[src/iff_pkg.sv]
// ----------------------------------------------------------------------------
// Integer field formatter package
// Shared widths, conversion kind codes, ASCII constants and a digit-to-character function.
// ----------------------------------------------------------------------------
package iff_pkg;

    localparam int VALUE_W   = 32;
    localparam int KIND_W    = 2;
    localparam int FWIDTH_W  = 8;
    localparam int CHAR_W    = 7;
    localparam int DEC_DIGS  = 10;
    localparam int BCD_W     = 4 * DEC_DIGS;

    typedef logic [VALUE_W-1:0]  t_value;
    typedef logic [KIND_W-1:0]   t_kind;
    typedef logic [FWIDTH_W-1:0] t_fwidth;
    typedef logic [CHAR_W-1:0]   t_char;
    typedef logic [BCD_W-1:0]    t_bcd;

    localparam t_kind KIND_SDEC = 2'd0;
    localparam t_kind KIND_UDEC = 2'd1;
    localparam t_kind KIND_HEX  = 2'd2;

    localparam t_char CHAR_MINUS = 7'h2D;
    localparam t_char CHAR_SPACE = 7'h20;
    localparam t_char CHAR_ZERO  = 7'h30;

    function automatic t_char digit_char(input logic [3:0] d);
        t_char c;
        case (d)
            4'h0: c = 7'h30;
            4'h1: c = 7'h31;
            4'h2: c = 7'h32;
            4'h3: c = 7'h33;
            4'h4: c = 7'h34;
            4'h5: c = 7'h35;
            4'h6: c = 7'h36;
            4'h7: c = 7'h37;
            4'h8: c = 7'h38;
            4'h9: c = 7'h39;
            4'hA: c = 7'h41;
            4'hB: c = 7'h42;
            4'hC: c = 7'h43;
            4'hD: c = 7'h44;
            4'hE: c = 7'h45;
            default: c = 7'h46;
        endcase
        return c;
    endfunction

endpackage

[src/iff_in_if.sv]
// ----------------------------------------------------------------------------
// Integer field formatter input channel
// One beat carries a value and its formatting request.
// ----------------------------------------------------------------------------
interface iff_in_if;
    logic               valid;
    logic               ready;
    iff_pkg::t_value    value;
    iff_pkg::t_kind     conversion_kind;
    iff_pkg::t_fwidth   field_width;
    logic               zero_fill;

    modport source (output valid, value, conversion_kind, field_width, zero_fill,
                    input ready);
    modport sink   (input valid, value, conversion_kind, field_width, zero_fill,
                    output ready);
endinterface

[src/iff_out_if.sv]
// ----------------------------------------------------------------------------
// Integer field formatter output channel
// One beat carries one ASCII character and an end-of-field flag.
// ----------------------------------------------------------------------------
interface iff_out_if;
    logic             valid;
    logic             ready;
    iff_pkg::t_char   out_char;
    logic             last_char;

    modport source (output valid, out_char, last_char, input ready);
    modport sink   (input valid, out_char, last_char, output ready);
endinterface

[src/integer_field_formatter.sv]
// ----------------------------------------------------------------------------
// Integer field formatter
// Decimal fields pass through a bit-serial double-dabble loop (S_CONV) and then
// a sizing state (S_PREP); hex fields go straight to the sizing state.
// Throughput: one field at a time, then one character per cycle while the
// sink is ready.
// Reset returns the controller to idle with the input ready and no beat shown.
// ----------------------------------------------------------------------------
module integer_field_formatter (
    input  logic      i_clk,
    input  logic      i_rst_n,
    iff_in_if.sink    i_in,
    iff_out_if.source o_out
);

    localparam logic [2:0] S_IDLE = 3'd0;
    localparam logic [2:0] S_CONV = 3'd1;
    localparam logic [2:0] S_PREP = 3'd2;
    localparam logic [2:0] S_LEAD = 3'd3;
    localparam logic [2:0] S_PAD  = 3'd4;
    localparam logic [2:0] S_SIGN = 3'd5;
    localparam logic [2:0] S_DIG  = 3'd6;

    logic [2:0]         r_state, n_state;
    iff_pkg::t_value    r_bin, n_bin;
    iff_pkg::t_bcd      r_bcd, n_bcd;
    logic [4:0]         r_cnt, n_cnt;
    logic               r_neg, n_neg;
    logic               r_zf, n_zf;
    iff_pkg::t_fwidth   r_width, n_width;
    logic [3:0]         r_idx, n_idx;
    logic [3:0]         r_pad, n_pad;

    logic               in_fire;
    logic               out_fire;
    logic               is_dec;
    logic               in_neg;
    iff_pkg::t_bcd      bcd_adj;
    logic [3:0]         top_idx;
    logic [9:0]         pad_calc;
    logic [3:0]         pad_new;
    logic [3:0]         cur_nib;

    assign i_in.ready = (r_state == S_IDLE);
    assign in_fire    = i_in.valid && i_in.ready;
    assign out_fire   = o_out.valid && o_out.ready;

    assign is_dec = (i_in.conversion_kind == iff_pkg::KIND_SDEC) ||
                    (i_in.conversion_kind == iff_pkg::KIND_UDEC);
    assign in_neg = (i_in.conversion_kind == iff_pkg::KIND_SDEC) && i_in.value[31];

    always_comb begin
        for (int i = 0; i < iff_pkg::DEC_DIGS; i++) begin
            bcd_adj[4*i +: 4] = (r_bcd[4*i +: 4] >= 4'd5) ?
                                r_bcd[4*i +: 4] + 4'd3 : r_bcd[4*i +: 4];
        end
    end

    always_comb begin
        top_idx = 4'd0;
        for (int i = 1; i < iff_pkg::DEC_DIGS; i++) begin
            if (r_bcd[4*i +: 4] != 4'd0) begin
                top_idx = 4'(i);
            end
        end
    end

    // Signed pad count: width - (digits - 1) - sign; padding only for 2..15.
    assign pad_calc = {2'b00, r_width} - {6'd0, top_idx} - {9'd0, r_neg};
    assign pad_new  = ((pad_calc[9:4] == 6'd0) && (pad_calc[3:0] >= 4'd2)) ?
                      pad_calc[3:0] - 4'd1 : 4'd0;

    assign cur_nib = r_bcd[{r_idx, 2'b00} +: 4];

    always_comb begin
        o_out.valid     = r_state inside {S_LEAD, S_PAD, S_SIGN, S_DIG};
        o_out.last_char = (r_state == S_DIG) && (r_idx == 4'd0);
        case (r_state)
            S_LEAD, S_SIGN: o_out.out_char = iff_pkg::CHAR_MINUS;
            S_PAD:          o_out.out_char = r_zf ? iff_pkg::CHAR_ZERO : iff_pkg::CHAR_SPACE;
            default:        o_out.out_char = iff_pkg::digit_char(cur_nib);
        endcase
    end

    always_comb begin
        n_state = r_state;
        n_bin   = r_bin;
        n_bcd   = r_bcd;
        n_cnt   = r_cnt;
        n_neg   = r_neg;
        n_zf    = r_zf;
        n_width = r_width;
        n_idx   = r_idx;
        n_pad   = r_pad;
        case (r_state)
            S_IDLE: begin
                if (in_fire) begin
                    n_neg   = in_neg;
                    n_zf    = i_in.zero_fill;
                    n_width = i_in.field_width;
                    n_cnt   = 5'd0;
                    n_bin   = in_neg ? 32'd0 - i_in.value : i_in.value;
                    if (is_dec) begin
                        n_bcd   = '0;
                        n_state = S_CONV;
                    end else begin
                        n_bcd   = {8'd0, i_in.value};
                        n_state = S_PREP;
                    end
                end
            end
            S_CONV: begin
                n_bcd = {bcd_adj[iff_pkg::BCD_W-2:0], r_bin[31]};
                n_bin = {r_bin[30:0], 1'b0};
                n_cnt = r_cnt + 5'd1;
                if (r_cnt == 5'd31) begin
                    n_state = S_PREP;
                end
            end
            S_PREP: begin
                n_idx = top_idx;
                n_pad = pad_new;
                if (r_neg && r_zf) begin
                    n_state = S_LEAD;
                end else if (pad_new != 4'd0) begin
                    n_state = S_PAD;
                end else if (r_neg) begin
                    n_state = S_SIGN;
                end else begin
                    n_state = S_DIG;
                end
            end
            S_LEAD: begin
                if (out_fire) begin
                    n_state = (r_pad != 4'd0) ? S_PAD : S_DIG;
                end
            end
            S_PAD: begin
                if (out_fire) begin
                    n_pad = r_pad - 4'd1;
                    if (r_pad == 4'd1) begin
                        n_state = (r_neg && !r_zf) ? S_SIGN : S_DIG;
                    end
                end
            end
            S_SIGN: begin
                if (out_fire) begin
                    n_state = S_DIG;
                end
            end
            S_DIG: begin
                if (out_fire) begin
                    if (r_idx == 4'd0) begin
                        n_state = S_IDLE;
                    end else begin
                        n_idx = r_idx - 4'd1;
                    end
                end
            end
            default: n_state = S_IDLE;
        endcase
    end

    always_ff @(posedge i_clk) begin
        if (!i_rst_n) begin
            r_state <= S_IDLE;
        end else begin
            r_state <= n_state;
        end
        r_bin   <= n_bin;
        r_bcd   <= n_bcd;
        r_cnt   <= n_cnt;
        r_neg   <= n_neg;
        r_zf    <= n_zf;
        r_width <= n_width;
        r_idx   <= n_idx;
        r_pad   <= n_pad;
    end

endmodule

[src/flat_wrapper.sv]
// flat-port wrapper written by rule: the top's interface ports become plain ports
module integer_field_formatter_flat 
  (i_clk, i_rst_n, i_in_valid, i_in_value, i_in_conversion_kind, i_in_field_width, i_in_zero_fill, i_in_ready, o_out_valid, o_out_out_char, o_out_last_char, o_out_ready);
  iff_in_if i_in_i ();
  iff_out_if o_out_i ();
  input  logic i_clk;
  input  logic i_rst_n;
  input wire logic [$bits(i_in_i.valid)-1:0] i_in_valid;
  input wire logic [$bits(i_in_i.value)-1:0] i_in_value;
  input wire logic [$bits(i_in_i.conversion_kind)-1:0] i_in_conversion_kind;
  input wire logic [$bits(i_in_i.field_width)-1:0] i_in_field_width;
  input wire logic [$bits(i_in_i.zero_fill)-1:0] i_in_zero_fill;
  output wire logic [$bits(i_in_i.ready)-1:0] i_in_ready;
  output wire logic [$bits(o_out_i.valid)-1:0] o_out_valid;
  output wire logic [$bits(o_out_i.out_char)-1:0] o_out_out_char;
  output wire logic [$bits(o_out_i.last_char)-1:0] o_out_last_char;
  input wire logic [$bits(o_out_i.ready)-1:0] o_out_ready;
  assign i_in_i.valid = i_in_valid;
  assign i_in_i.value = i_in_value;
  assign i_in_i.conversion_kind = i_in_conversion_kind;
  assign i_in_i.field_width = i_in_field_width;
  assign i_in_i.zero_fill = i_in_zero_fill;
  assign i_in_ready = i_in_i.ready;
  assign o_out_valid = o_out_i.valid;
  assign o_out_out_char = o_out_i.out_char;
  assign o_out_last_char = o_out_i.last_char;
  assign o_out_i.ready = o_out_ready;
  integer_field_formatter u_core (.i_clk(i_clk), .i_rst_n(i_rst_n), .i_in(i_in_i), .o_out(o_out_i));
endmodule
[config.mk]
export PLATFORM = sky130hd
export DESIGN_NAME = integer_field_formatter_flat
export DESIGN_NICKNAME = d
export VERILOG_FILES = /design/src/iff_pkg.sv /design/src/iff_in_if.sv /design/src/iff_out_if.sv /design/src/integer_field_formatter.sv /design/src/flat_wrapper.sv
export SDC_FILE = /design/constraint.sdc
export NUM_CORES = 1
export LEC_CHECK = 0
export BUFFER_PORTS_ARGS = -buffer_cell sky130_fd_sc_hd__buf_2
export CORE_ASPECT_RATIO = 1.5
export CORE_MARGIN = 3
export CORE_UTILIZATION = 25
export CTS_CLUSTER_DIAMETER = 50
export DETAILED_ROUTE_END_ITERATION = 16
export GPL_TIMING_DRIVEN = 0
export PLACE_DENSITY_LB_ADDON = 0.2
export SETUP_SLACK_MARGIN = 0.05
export SKIP_LAST_GASP = 1
export SLEW_MARGIN = 20
export SYNTH_ARGS = -nofsm -noshare
export SYNTH_HDL_FRONTEND = slang
export SYNTH_SLANG_ARGS = --single-unit
[constraint.sdc]
create_clock -name i_clk -period 10.1 [get_ports i_clk]
set_input_delay 2.02 -clock i_clk [delete_from_list [all_inputs] [get_ports i_clk]]
set_output_delay 2.02 -clock i_clk [all_outputs]
set_load 0.05 [all_outputs]
==> results.md <==
* Status: completed
* # Post-CTS Setup Buffers at 0
* Vias in the first global route at 5489
* Clk Latency, worst-skew pair at 0.36 ns
* TNS Setup at 0 ns
* CP Class: reg2out
* Util after Layout at 0.293
* Leak pwr at 2.87 nW
* Setup WS post-layout at 4.95 ns
* Seq/Total Area, Yosys at 0.426
* Synthesized cell area at 6840 sq um
* Ant diodes at 0
* DIE AREA at 29400 sq um
* Cell variety after synth at 67
* Global-route wire length before repair at 30000 microns
* TritonCTS clock tree: done
* Area grow syn2layout at 14.5%
* Die Y-Extent at 209 microns
* Initial antenna violation count at 0
* Dpl cells at 1110
* Most frequent cells in the layout: edfxtp_1, o21ai_0, nand2_1, nor2_1, buf_2
* Layout cells sized above 1 at 0.129
* Post-synth ARST share at 0
* CTS Buf Count at 9
* Relative slew slack at 0.379
* Nets at 874
* Final HPWL DP at 14600 microns
* Final Max Tran Viols at 0
* CTS clock-pin slew for the worst setup and hold paths at 0.07 ns
* Clock skew at 0.00878 ns
* Pwr dens at 281 nW/um^2
* Row Count at 73
* EDFF count, synth at 95
* Largest net degree at the start of global routing at 41
* Startpoint Class: register
* Crit path max fanout at 10
* Clk sinks at 98
* Max clock buf depth at 2
* MaxCap Viol Count at 0
* Post-CTS resize count at 0
* Initial Util at 0.256
* Total track usage at 0.130
* Final WL at 18600 microns
* H-tree depth at 3
* Worst-Margin Slew at 0.924 ns
* RSZ-0062 raised after global routing: no
* DRC violations left at 0
* Core area at 26800 sq um
* Worst Setup End Kind: primary output
* Synth warnings at 0
* Via count at 5297
* Hold WC Path Type: reg2reg
* DP Worst Slack at 5.34 ns
* Post-route ant nets at 0
* Flops & latches, synth at 98
* Crit path arrival time at 3.13 ns
* CP required at 8.08 ns
* Drt wl/cell at 16.5 microns
* Final Wtd Congestion at 0.791
* Root Buffer: clkbuf_16
* Cells after Synth at 717
* Hold_buf cts at 0
* Final hold vios at 0
* Initial DRC count at 333
* Syn_nets at 807
* Setup Viol. Count Final at 0
* Io pins at 57
* Vias per cell at 4.70
* Crit share post-route at 0.510
* GRT overflow at 0
* Non-filler cells, final at 1126
* Synthesized area per cell at 9.54 sq um
* Die span in x at 141 microns
* Main synth FF type: edfxtp_1
* Commonest non-fill, non-tap cell in the layout: edfxtp_1
* Fmax at 194 MHz
* Final min period at 5.15 ns
* Drt pass-1 iters at 6
* Worst VDD drop at 128 uV
* Number of port buffers at 55
==> cells in the mapped netlist, types with 4 or more instances <==
master / count / share of area
edfxtp_1: 95 / 0.42
o21ai_0: 81 / 0.059
nand2_1: 67 / 0.037
nor2_1: 61 / 0.033
a21oi_1: 49 / 0.036
nand3_1: 45 / 0.033
ha_1: 42 / 0.077
inv_1: 42 / 0.023
xnor2_1: 34 / 0.044
xor2_1: 28 / 0.036
clkbuf_1: 17 / 0.0093
nand2b_1: 15 / 0.014
nor3_1: 14 / 0.010
nor3b_1: 14 / 0.015
o31ai_1: 10 / 0.011
a31oi_1: 8 / 0.0073
mux4_2: 8 / 0.026
a21o_1: 4 / 0.0044
buf_1: 4 / 0.0022
mux2i_1: 4 / 0.0059
o31a_1: 4 / 0.0051
or3_1: 4 / 0.0037
==> report_power, final <==
group	internal, mW	switching, mW
sequential	0.692	0.139
combinational	0.390	0.647
clock	0.173	0.159
==> worst max-delay path, stage by stage (launching register included) <==
cell and delay, ns:
edfxtp_1 0.51, buf_2 0.34, mux4_2 0.27, nand2_1 0.07
o31a_1 0.12, o22ai_1 0.39, inv_1 0.09, ha_1 0.30
nand2_1 0.05, o211a_1 0.14, o31ai_1 0.20, buf_2 0.30
==> kinds of logic after synthesis <==
logic type	share of synthesized area
simple gates	0.175
compound gates	0.160
flops	0.426
buf+inv	0.0423
xor+xnor	0.0794
fa+ha+maj	0.0798
mux	0.0371
==> worst paths after layout <==
path	cells past startpoint	slack [ns]	start	end
max	11	4.95	u_core.r_idx[0]	o_out_out_char[0]
min	2	0.52	u_core.r_bin[30]	u_core.r_bin[31]
max reg2reg	16	5.85	u_core.r_bcd[4]	u_core.r_state[0]
min reg2reg	2	0.52	u_core.r_bin[30]	u_core.r_bin[31]
==> layer usage <==
layer	global-route usage	part of all wire
met5	0	0
met4	0.0398	0.014
met3	0.0188	0.026
met2	0.249	0.55
met1	0.146	0.41
==> state kept, by name, summed over array words and instances, names as in the netlist <==
name / flops
u_core.r_bin: 32
u_core.r_idx: 4
u_core.r_pad: 4
u_core.r_width: 8
u_core.r_state: 3
u_core.r_zf: 1
u_core.r_cnt: 5
u_core.r_neg: 1
u_core.r_bcd: 40
==> layout make-up <==
class	count	area, sq um
clock inverter	5	30.0
tap	337	422
sequential	98	2910
fill	2817	18900
multi-input combinational	548	3640
inverter	44	165
timing repair buffer	56	295
clock buffer	11	243
buffer	27	124
==> metrics by stage <==
stage                     hold slack (ns)  total power, mW  area, sq um
after floorplan                     0.484             1.59         6840
after global placement              0.499             1.89         7540
after detailed placement            0.503             1.89         7560
after CTS                           0.521             2.24         7830
after global routing                0.546             2.41         7830
final                               0.518             2.20         7830
Power figures use the tool's default switching activity.
